## config.mk

```make
export PLATFORM = sky130hd
export DESIGN_NAME = sbblur_out_fifo
export DESIGN_NICKNAME = d
export VERILOG_FILES = /design/src/sv/sbblur_pkg.sv /design/src/sv/sbblur_out_fifo.sv
export SDC_FILE = /design/constraint.sdc
export NUM_CORES = 1
export LEC_CHECK = 0
export BUFFER_PORTS_ARGS = -buffer_cell sky130_fd_sc_hd__buf_2
export CAP_MARGIN = 20
export CORE_UTILIZATION = 40
export CTS_CLUSTER_DIAMETER = 40
export CTS_CLUSTER_SIZE = 14
export DETAILED_ROUTE_END_ITERATION = 10
export SLEW_MARGIN = 5
export SYNTH_ARGS = -nofsm -noshare
export SYNTH_HDL_FRONTEND = slang
export SYNTH_SLANG_ARGS = --single-unit
```

## constraint.sdc

```tcl
create_clock -name aclk -period 2.6 [get_ports aclk]
set_input_delay 0.52 -clock aclk [delete_from_list [all_inputs] [get_ports aclk]]
set_output_delay 0.52 -clock aclk [all_outputs]
set_load 0.03 [all_outputs]
```

## src/sv/sbblur_pkg.sv

```systemverilog
// Shared types and constants for the separable 3x3 binomial blur.
package sbblur_pkg;

    // Output queue sizing
    localparam int OUT_DEPTH = 8;
    localparam int OUT_PTR_W = 3;
    localparam int OUT_CNT_W = 4;

    // Configuration register indexes
    localparam int CFG_IDX_W = 4;
    localparam logic [CFG_IDX_W-1:0] REG_FRAME_WIDTH  = 4'd0;
    localparam logic [CFG_IDX_W-1:0] REG_FRAME_HEIGHT = 4'd1;

    // One column update: a new horizontal sum and what the row position implies
    typedef struct packed {
        logic [7:0] hs;        // horizontal sum for this column
        logic       has_above; // row >= 1: a vertical result for the row above
        logic       has_top;   // row >= 2: the older line store entry is valid
        logic       last_row;  // bottom row: also emit this row's output
        logic       eof;       // bottom-right column of the plane
        logic       last_op;   // final column update caused by its input pixel
    } col_op_t;

    // One output pixel
    typedef struct packed {
        logic [7:0] pixel;
        logic       last;
        logic       eof;
    } result_t;

    // Up to two results produced by one column update, in order
    typedef struct packed {
        logic [1:0] count;
        result_t    first;
        result_t    second;
    } result_pair_t;

endpackage

```

## src/sv/sbblur_out_fifo.sv

```systemverilog
// Result queue: up to two pushes and one pop per cycle.
module sbblur_out_fifo (
    input  logic                     aclk,
    input  logic                     aresetn,
    input  sbblur_pkg::result_pair_t push,
    output logic [sbblur_pkg::OUT_CNT_W-1:0] count,
    output logic                     m_valid,
    input  logic                     m_ready,
    output sbblur_pkg::result_t      m_data
);

    sbblur_pkg::result_t buf_mem [sbblur_pkg::OUT_DEPTH];

    logic [sbblur_pkg::OUT_PTR_W-1:0] wr_ptr_reg;
    logic [sbblur_pkg::OUT_PTR_W-1:0] rd_ptr_reg;
    logic [sbblur_pkg::OUT_CNT_W-1:0] count_reg;
    logic [sbblur_pkg::OUT_PTR_W-1:0] wr_ptr_next;
    logic [sbblur_pkg::OUT_PTR_W-1:0] wr_ptr_plus1;
    logic [sbblur_pkg::OUT_CNT_W-1:0] count_next;
    logic                             pop;

    assign pop          = m_valid && m_ready;
    assign wr_ptr_plus1 = wr_ptr_reg + sbblur_pkg::OUT_PTR_W'(1);
    assign wr_ptr_next  = wr_ptr_reg + sbblur_pkg::OUT_PTR_W'(push.count);
    assign count_next   = count_reg + sbblur_pkg::OUT_CNT_W'(push.count)
                        - sbblur_pkg::OUT_CNT_W'(pop);

    // Storage
    always_ff @(posedge aclk) begin
        if (push.count != 2'd0) begin
            buf_mem[wr_ptr_reg] <= push.first;
        end
        if (push.count == 2'd2) begin
            buf_mem[wr_ptr_plus1] <= push.second;
        end
    end

    // Pointers and fill level
    always_ff @(posedge aclk) begin
        if (!aresetn) begin
            wr_ptr_reg <= '0;
            rd_ptr_reg <= '0;
            count_reg  <= '0;
        end else begin
            wr_ptr_reg <= wr_ptr_next;
            rd_ptr_reg <= rd_ptr_reg + sbblur_pkg::OUT_PTR_W'(pop);
            count_reg  <= count_next;
        end
    end

    assign m_valid = (count_reg != '0);
    assign m_data  = buf_mem[rd_ptr_reg];
    assign count   = count_reg;

    a_no_overflow: assert property (@(posedge aclk) disable iff (!aresetn)
        (32'(count_reg) + 32'(push.count)) <= sbblur_pkg::OUT_DEPTH)
        else $error("result queue overflow");

    a_level_bound: assert property (@(posedge aclk) disable iff (!aresetn)
        count_reg <= sbblur_pkg::OUT_CNT_W'(sbblur_pkg::OUT_DEPTH))
        else $error("result queue level out of range");

endmodule

```

==> results of run 1 <==
==> logic make-up (layout without fill, tap and decap cells) <==
| kind of cell | Yosys count | count (layout) | synth area share (%) |
|---|---|---|---|
| XOR/XNOR | 5 | 5 | 1.26 |
| flip-flops | 90 | 90 | 55.6 |
| multiplexers | 111 | 111 | 31.5 |
| AO/OA/AOI/OAI | 12 | 12 | 1.55 |
| buffers and inverters | 25 | 93 | 2.89 |
| adder cells (fa/ha/maj) | 12 | 12 | 3.53 |
| AND/OR/NAND/NOR | 28 | 28 | 3.66 |
==> per-layer routing <==
layer / GRT usage [%] / vias up / part of all wire, %
met5: 0 / - / 0
met4: 8.46 / 0 / 2.9
met3: 3.64 / 19 / 5.2
met2: 30.3 / 76 / 47
met1: 25.9 / 1360 / 45
li1: - / 1238 / -
==> worst max-delay path: cells and delay by family (launching register included) <==
family | cells | cell delay (ns)
buf+inv | 2 | 0.42
mux | 2 | 0.82
flops | 1 | 0.38
==> worst max path at each step <==
| stage | startpoint | end | cells after the start |
|---|---|---|---|
| floorplan | count[2]$_SDFF_PN0_ | count[2]$_SDFF_PN0_ | 11 |
| global placement | wr_ptr_reg[0]$_SDFF_PN0_ | buf_mem[1][1]$_DFFE_PP_ | 5 |
| detailed placement | wr_ptr_reg[0]$_SDFF_PN0_ | buf_mem[1][1]$_DFFE_PP_ | 5 |
| CTS | rd_ptr_reg[1]$_SDFF_PN0_ | m_data[0] | 4 |
| global route | rd_ptr_reg[1]$_SDFF_PN0_ | m_data[0] | 4 |
| finish | rd_ptr_reg[1]$_SDFF_PN0_ | m_data[0] | 4 |
==> final cells by class <==
cell class / count / area (sq um)
Clock buffer: 9 / 225
Clock inverter: 7 / 118
Fill cell: 1006 / 5890
Inverter: 12 / 45.0
Multi-Input combinational cell: 168 / 1950
Sequential cell: 90 / 2600
Tap cell: 143 / 179
Timing Repair Buffer: 65 / 403
==> through the flow <==
step | util, % | setup slack, ns
floorplan | - | 0.165
global placement | 45.4 | 0.366
detailed placement | 45.4 | 0.307
CTS | 48.4 | 0.0746
global route | 48.4 | 0.0318
finish | 48.4 | 0.112
==> power groups by stage <==
stage | combinational, mW | clock, mW | sequential [mW]
2_1_floorplan | 0.871 | 0 | 1.87
3_3_place_gp | 1.30 | 0 | 1.84
3_5_place_dp | 1.31 | 0 | 1.84
4_1_cts | 1.32 | 1.52 | 1.81
5_1_grt | 1.41 | 1.57 | 1.83
6_report | 1.29 | 1.49 | 1.81
==> placed cells by master (no fill, tap or decap), types with 3 or more instances in the layout <==
cell	synthesis	final
mux2_2	90	90
edfxtp_1	80	80
buf_2	3	39
buf_4	2	25
mux4_2	20	20
inv_1	12	12
ha_1	10	10
dfxtp_1	10	10
clkbuf_16	0	9
and2_1	8	8
nand2_1	7	7
o21ai_1	0	4
bufinv_16	0	3
==> synth_stat cells (2+ instances only) <==
master,count
mux2_2,90
edfxtp_1,80
mux4_2,20
inv_1,12
dfxtp_1,10
ha_1,10
and2_1,8
nand2_1,7
o21ai_0,5
buf_6,4
buf_1,3
buf_2,3
buf_4,2
fa_1,2
nand2b_1,2
nand3_1,2
nor2_2,2
nor2b_1,2
o22ai_1,2
o31ai_1,2
xnor2_1,2
==> impl_results.md, run 1 <==
- Fin Hold WS: ~0.51 ns
- Hpwl dp: roughly 7 mm
- Cells on worst reg2reg path: 5
- Net total in the final layout: approximately 380
- Share of the clock period used by the worst path after layout: between 90% and 100%
- Min-delay src: aresetn
- Most area-hungry cell type in the Yosys netlist: edfxtp_1
- Effective utilization at floorplan: 41.0%
- TritonCTS Buffers: 9
- Antenna violations before repair: 0
- Stage delay of the slowest cell on the critical path: roughly 0.52 ns
- Proportion of power drawn by combinational gates: between 20% and 30%
- Sequential power share: between 30% and 40%
- Vias in the first global route: 2776
- Share of layout cells above drive strength 1: between 50% and 60%
- Ratio of total power to cell area: 831 nW/um^2
- Largest vdd supply drop: 0.422 mV
- Area of placed instances: 5180 sq um
- # clock sinks: 90
- Port Buffer Count: 39
- Pins over their slew limit: 0
- Mean instance size in the synthesized netlist: roughly 17 sq um
- Number of standard cells after synthesis: 283
- Hold endpoint: count[3]$_SDFF_PN0_
- Number of unique standard cell types used by synthesis: 34
- Antenna-violating nets left: 0
- Number of setup violations in the final report: 0
- Worst slew slack as a fraction of its limit: a little over two fifths
- Y dimension of the die: approximately 110 um
- R2r setup slk: between 0.2 and 0.3 ns
- Number of flip-flops under the largest register name: 80
- Cells taking the most area after synthesis: edfxtp_1, mux2_2, mux4_2, dfxtp_1, ha_1
- Maximum clock skew at final layout: about 0.0054 ns
- Wirelength per Cell: roughly 21 um
- Top fanout value on the critical path: 20
- Predominant post-synthesis flop cell: edfxtp_1
- Clock share of power: around 33%
- Reg2reg end: buf_mem[1][1]$_DFFE_PP_
- Placed Cells incl. Taps: 478
- Tightest Hold Check Type: input pin to flip-flop
- Setup tns final: 0 ns
- Transition at the pin with the smallest max-transition slack: about 0.85 ns
- Area growth, synth to finish: 18.0%
- Depth of the worst hold-timing path: 3
- Deepest clock path buffer count: 2
- Period minus WS final: ~2.5 ns
- Total congestion overflow: 0
- Pin count of the biggest net entering global routing: 22
- TritonCTS clock tree: done
- Reg2Reg Launch Point: wr_ptr_reg[0]$_SDFF_PN0_
- Number of flops mapped to enable cells by yosys: 80
- Non-Filler Instances: approximately 490
- Ys Warns: 0
- Critical Path Sink Type: output port
- Clock Pin Slew Worst Setup and Hold Paths: ~0.06 ns
- Number of DRC markers after the initial detailed-route iteration: approximately 130
- Type of the worst setup path: flip-flop to output port
- Cells along the critical path: buf_12, mux4_2, mux2_2, buf_2
- Total core area: 11400 sq um
- Async S/R FF share, synth: 0%
- FF+latch count, synth: 90
- Global-route wire length before repair: between 15 and 20 mm
- Resize count post-CTS: 0
- Final weighted congestion in routability-driven placement: around 0.8
- RSZ-0062 raised after global routing: false
- Cell area after layout: ~5500 sq um
- Gr usage total: between 10% and 20%
- Total setup buffers inserted after CTS: 0
- PnR Total Power: between 4 and 5 mW
- Inserted Diodes: 0
- Synth top area share: a little over 50%
- Proportion of synthesized chip area in sequential cells: between 50% and 60%
- Hold buffers post-CTS: 0
- Switching component of the power: between 1 and 1.5 mW
- Internal power contribution: between 3 and 4 mW
- Endpoint required time on the critical path: between 2 and 2.5 ns
- Synth Net Count: between 300 and 400
- Vias per std cell: around 5.5
- Outcome: completed
- Crit path launch type: flip-flop
- First-pass detailed-route iteration total: 4
- Wirelength, routed: between 10 and 15 mm
- Leakage power figure: about 2.0 nW
- Arrival time worst endpoint: ~2 ns
- Number of violations of the max-capacitance limit: 0
- Cell area after synthesis: roughly 4700 sq um
- DRC viols: 0
- Standard-cell rows: 39
- Achievable Freq: roughly 400 MHz
- Cell type of the slowest stage on the worst timing path: mux4_2
- Final hold vios: 0
- H-tree depth reported by CTS: 3
- Die X-Extent: 110 um
- Library cell used as clock root buffer: clkbuf_16
- Latest clock arrival within the worst-skew pair: around 0.34 ns
- Area of the die: around 12000 sq um
- Ports placed on the boundary: 40
- Total vias in the final route: between 2000 and 3000
- Proportion of total power due to net switching: between 20% and 30%
Note: power is estimated with default switching activity, not from simulation.
==> inputs of run 2 (changes only) <==
- REMOVE_ABC_BUFFERS: unset -> 1
==> impl_results.md, run 2 (synthesis results as in run 1) <==
- Outcome: completed
- Net total in the final layout: 388
- Worst slew slack as a fraction of its limit: between 40 and 50%
- Hold buffers post-CTS: 0
- Critical Path Sink Type: output port
- Transition at the pin with the smallest max-transition slack: about 0.84 ns
- Cells on worst reg2reg path: 5
- Antenna-violating nets left: 0
- Total vias in the final route: between 2000 and 3000
- Reg2reg end: buf_mem[7][8]$_DFFE_PP_
- TritonCTS clock tree: done
- First-pass detailed-route iteration total: 4
- Area of the die: approximately 12000 sq um
- Endpoint required time on the critical path: 2.08 ns
- Stage delay of the slowest cell on the critical path: around 0.53 ns
- Ports placed on the boundary: 40
- Sequential cell area in the final layout: roughly 2600 sq um
- Crit path launch type: flip-flop
- Antenna violations before repair: 0
- Ratio of total power to cell area: 796 nW/um^2
- DRC viols: 0
- Depth of the worst hold-timing path: 2
- Y dimension of the die: about 110 um
- Wirelength per Cell: around 21 um
- Most common cell after layout, fill and taps aside: mux2_2
- Maximum clock skew at final layout: roughly 0.0074 ns
- PnR Total Power: 4.39 mW
- Setup tns final: 0 ns
- Tightest Hold Check Type: input pin to flip-flop
- R2r setup slk: 0.37 ns
- Gr usage total: approximately a fifth
- Standard-cell rows: 39
- Port Buffer Count: 39
- Effective utilization at floorplan: between 40% and 50%
- Min-delay src: aresetn
- Utilization of the core after routing: between 40% and 50%
- Final weighted congestion in routability-driven placement: between 0.7 and 0.8
- RSZ-0062 raised after global routing: false
- Resize count post-CTS: 0
- Wirelength, routed: 10.3 mm
- # clock sinks: 90
- Inserted Diodes: 0
- Arrival time worst endpoint: approximately 1.9 ns
- Number of flip-flops under the largest register name: 80
- Share of the clock period used by the worst path after layout: a little over nine tenths
- Number of DRC markers after the initial detailed-route iteration: 93
- Hold endpoint: rd_ptr_reg[1]$_SDFF_PN0_
- Most frequent cells in the layout: mux2_2, edfxtp_1, buf_2
- Cells along the critical path: buf_12, mux4_2, mux2_2, buf_2
- Achievable Freq: just over 400 MHz
- Deepest clock path buffer count: 2
- Die X-Extent: ~110 um
- Top fanout value on the critical path: 21
- Total congestion overflow: 0
- Library cell used as clock root buffer: clkbuf_16
- Area growth, synth to finish: 17.8%
- Final hold vios: 0
- TritonCTS Buffers: 9
- Global-route wire length before repair: between 15 and 20 mm
- Pin count of the biggest net entering global routing: 22
- Multi-input logic area: 1950 sq um
- Largest vdd supply drop: roughly 0.43 mV
- Number of violations of the max-capacitance limit: 0
- Cell type of the slowest stage on the worst timing path: mux4_2
- # fillers: 1013
- Share of layout cells above drive strength 1: around 56%
- Number of setup violations in the final report: 0
- Latest clock arrival within the worst-skew pair: approximately 0.34 ns
- Vias per std cell: between 5 and 6
- Total setup buffers inserted after CTS: 0
- Vias in the first global route: 2782
- Pins over their slew limit: 0
- Hpwl dp: a little over 7 mm
- Total core area: about 11000 sq um
- Period minus WS final: 2.45 ns
- Clock Pin Slew Worst Setup and Hold Paths: approximately 0.060 ns
- Type of the worst setup path: flip-flop to output port
- Reg2Reg Launch Point: wr_ptr_reg[0]$_SDFF_PN0_
- Leakage power figure: slightly below 2 nW
- H-tree depth reported by CTS: 3
==> run 2: changes by cell type in the layout (fill, tap and decap cells not counted) <==
cell,previous run,this run
clkbuf_1,0,3
clkinvlp_4,2,0
buf_4,25,30
clkbuf_8,0,2
bufinv_16,3,0
clkbuf_16,9,10
clkinv_4,1,0
clkinv_1,1,0
inv_4,0,1
==> run 2: per-layer routing <==
| layer | vias up | global-route usage, % | share of wire, % |
|---|---|---|---|
| li1 | 1243 | - | - |
| met1 | 1369 | 24.1 | 45 |
| met3 | 27 | 4.88 | 4.5 |
| met4 | 0 | 9.49 | 3.6 |
| met2 | 65 | 29.8 | 47 |
| met5 | - | 0 | 0 |
==> run 2: worst max-delay path by stage <==
stage	startpoint	end	slack [ns]	depth (start not counted)
floorplan	rd_ptr_reg[1]$_SDFF_PN0_	m_data[0]	0.10	2
CTS	rd_ptr_reg[1]$_SDFF_PN0_	m_data[5]	0.11	4
global placement	wr_ptr_reg[0]$_SDFF_PN0_	buf_mem[7][8]$_DFFE_PP_	0.41	5
finish	rd_ptr_reg[1]$_SDFF_PN0_	m_data[4]	0.15	4
detailed placement	wr_ptr_reg[0]$_SDFF_PN0_	buf_mem[7][2]$_DFFE_PP_	0.40	5
global route	rd_ptr_reg[1]$_SDFF_PN0_	m_data[4]	0.04	4
==> run 2: area by class of cell <==
type	count	share of cell area [%]
multi-input cells	168	35.4
repair buffers	70	7.99
clock buffers	15	5.24
clock inverters	1	0.113
inverters	12	0.817
flip-flops and latches	90	47.2
well taps	143	3.24
==> run 2: metrics by stage <==
step	hold slack, ns	instances	worst slack [ns]	instance area, sq um
final	0.513	499	0.149	5510
after global routing	0.520	499	0.0402	5510
after CTS	0.510	499	0.114	5510
after detailed placement	0.699	483	0.403	5220
after global placement	0.654	483	0.405	5220
after floorplan	0.642	270	0.102	4590
==> run 2: where the power goes <==
part	switching [mW]	internal, mW	total [mW]
Combinational	0.697	0.571	1.27
Sequential	0.0769	1.75	1.83
Clock	0.532	0.761	1.29
Total	1.31	3.08	4.39
==> run 2: critical path, delay by kind of cell, from the launching register on <==
family	cells	cell delay [ns]
buffers and inverters	2	0.40
multiplexers	2	0.82
flip-flops	1	0.35
==> inputs of run 3 (changes only) <==
- RECOVER_POWER: unset -> 100
==> impl_results.md, run 3 (synthesis results as in run 1) <==
- Ratio of total power to cell area: 806 nW/um^2
- Area growth, synth to finish: 15.3%
- H-tree depth reported by CTS: 3
- Vias per std cell: approximately 5.4
- Global-route wire length before repair: around 16 mm
- Top fanout value on the critical path: 21
- Total core area: ~11000 sq um
- # clock sinks: 90
- Effective utilization at floorplan: between 40% and 50%
- TritonCTS clock tree: done
- Worst slew slack as a fraction of its limit: about a tenth
- Y dimension of the die: around 110 um
- Gr usage total: 18.9%
- Maximum clock skew at final layout: around 0.0076 ns
- Standard-cell rows: 39
- Worst setup path endpoint: m_data[4]
- Critical Path Sink Type: output port
- Resize count post-CTS: 0
- Number of setup violations in the final report: 0
- Share of the clock period used by the worst path after layout: 94.5%
- Most common cell after layout, fill and taps aside: mux2_2
- Total congestion overflow: 0
- Leakage power figure: 1.90 nW
- Hpwl dp: roughly 7.1 mm
- Wirelength per Cell: 20.5 um
- Cells on worst reg2reg path: 6
- Fin Hold WS: approximately 0.51 ns
- Cell area after layout: between 5000 and 6000 sq um
- Stage delay of the slowest cell on the critical path: 0.54 ns
- Cells along the critical path: buf_12, mux4_2, mux2_2, clkbuf_2
- Clock Pin Slew Worst Setup and Hold Paths: approximately 0.060 ns
- Type of the worst setup path: flip-flop to output port
- Crit path launch type: flip-flop
- Cell type of the slowest stage on the worst timing path: mux4_2
- PnR Total Power: about 4.3 mW
- Achievable Freq: just over 400 MHz
- Largest vdd supply drop: ~0.43 mV
- Pins over their slew limit: 0
- Outcome: completed
- Die X-Extent: ~110 um
- Utilization of the core after routing: a little under half
- Antenna-violating nets left: 0
- Setup tns final: 0 ns
- Most frequent cells in the layout: mux2_2, edfxtp_1, clkbuf_1, buf_2, mux4_2
- Share of layout cells above drive strength 1: just under 50%
- Arrival time worst endpoint: around 1.9 ns
- Endpoint required time on the critical path: between 2 and 2.5 ns
- Inserted Diodes: 0
- Number of flip-flops under the largest register name: 80
- Library cell used as clock root buffer: clkbuf_16
- TritonCTS Buffers: 9
- Port Buffer Count: 39
- Vias in the first global route: 2782
- Number of violations of the max-capacitance limit: 0
- RSZ-0062 raised after global routing: false
- R2r setup slk: roughly 0.16 ns
- Origin of the worst setup path: rd_ptr_reg[1]$_SDFF_PN0_
- Reg2Reg Launch Point: wr_ptr_reg[0]$_SDFF_PN0_
- Area of placed instances: 5220 sq um
- Net total in the final layout: roughly 390
- Tightest Hold Check Type: input pin to flip-flop
- First-pass detailed-route iteration total: 4
- Latest clock arrival within the worst-skew pair: 0.34 ns
- Transition at the pin with the smallest max-transition slack: 1.33 ns
- Total setup buffers inserted after CTS: 0
- Reg2reg end: buf_mem[3][3]$_DFFE_PP_
- Pin count of the biggest net entering global routing: 22
- Area of the die: approximately 12000 sq um
- Number of DRC markers after the initial detailed-route iteration: 94
- Final weighted congestion in routability-driven placement: 0.751
- Final hold vios: 0
- Wirelength, routed: 10.2 mm
- # fillers: roughly 1000
- Hold buffers post-CTS: 0
- Period minus WS final: around 2.5 ns
- DRC viols: 0
- Deepest clock path buffer count: 2
- Total vias in the final route: roughly 2700
- Antenna violations before repair: 0
- Ports placed on the boundary: 40
==> run 3: power breakdown <==
part	switching, mW	internal [mW]
Clock	0.533	0.761
Sequential	0.0749	1.75
Combinational	0.695	0.532
Total	1.30	3.05
==> run 3: worst max-delay path: cells and delay by family (launching register included) <==
kind,cells,cell delay [ns]
muxes,2,0.83
buffers and inverters,2,0.40
DFF,1,0.35
==> run 3: routing by layer <==
layer	vias to the layer above	share of wire, %	GRT usage [%]
li1	1243	-	-
met1	1342	43	24.1
met2	80	47	29.8
met3	26	6.1	4.88
met4	0	3.5	9.49
met5	-	0	0
==> run 3: cell type report <==
class | count | area, sq um | share of cell area [%]
clock inverters | 1 | 6.26 | 0.116
well taps | 143 | 179 | 3.32
flip-flops and latches | 90 | 2600 | 48.2
inverters | 12 | 45.0 | 0.835
multi-input cells | 168 | 1920 | 35.6
clock buffers | 15 | 289 | 5.36
repair buffers | 70 | 353 | 6.54
==> run 3: how the worst min path moves through the flow <==
stage                     slack [ns]                  endpoint  depth (start not counted)                 from
after floorplan                 0.64       count[0]$_SDFF_PN0_                          1              aresetn
after global placement          0.65       count[3]$_SDFF_PN0_                          4  count[3]$_SDFF_PN0_
after detailed placement        0.70       count[3]$_SDFF_PN0_                          4  count[3]$_SDFF_PN0_
after CTS                       0.51       count[1]$_SDFF_PN0_                          2              aresetn
after global routing            0.52       count[1]$_SDFF_PN0_                          2              aresetn
final                           0.51  rd_ptr_reg[1]$_SDFF_PN0_                          2              aresetn
==> run 3: through the flow <==
| step | cells | setup WS [ns] |
|---|---|---|
| floorplan | 270 | 0.102 |
| global placement | 483 | 0.405 |
| detailed placement | 483 | 0.403 |
| CTS | 499 | 0.114 |
| global route | 499 | 0.0300 |
| finish | 499 | 0.142 |
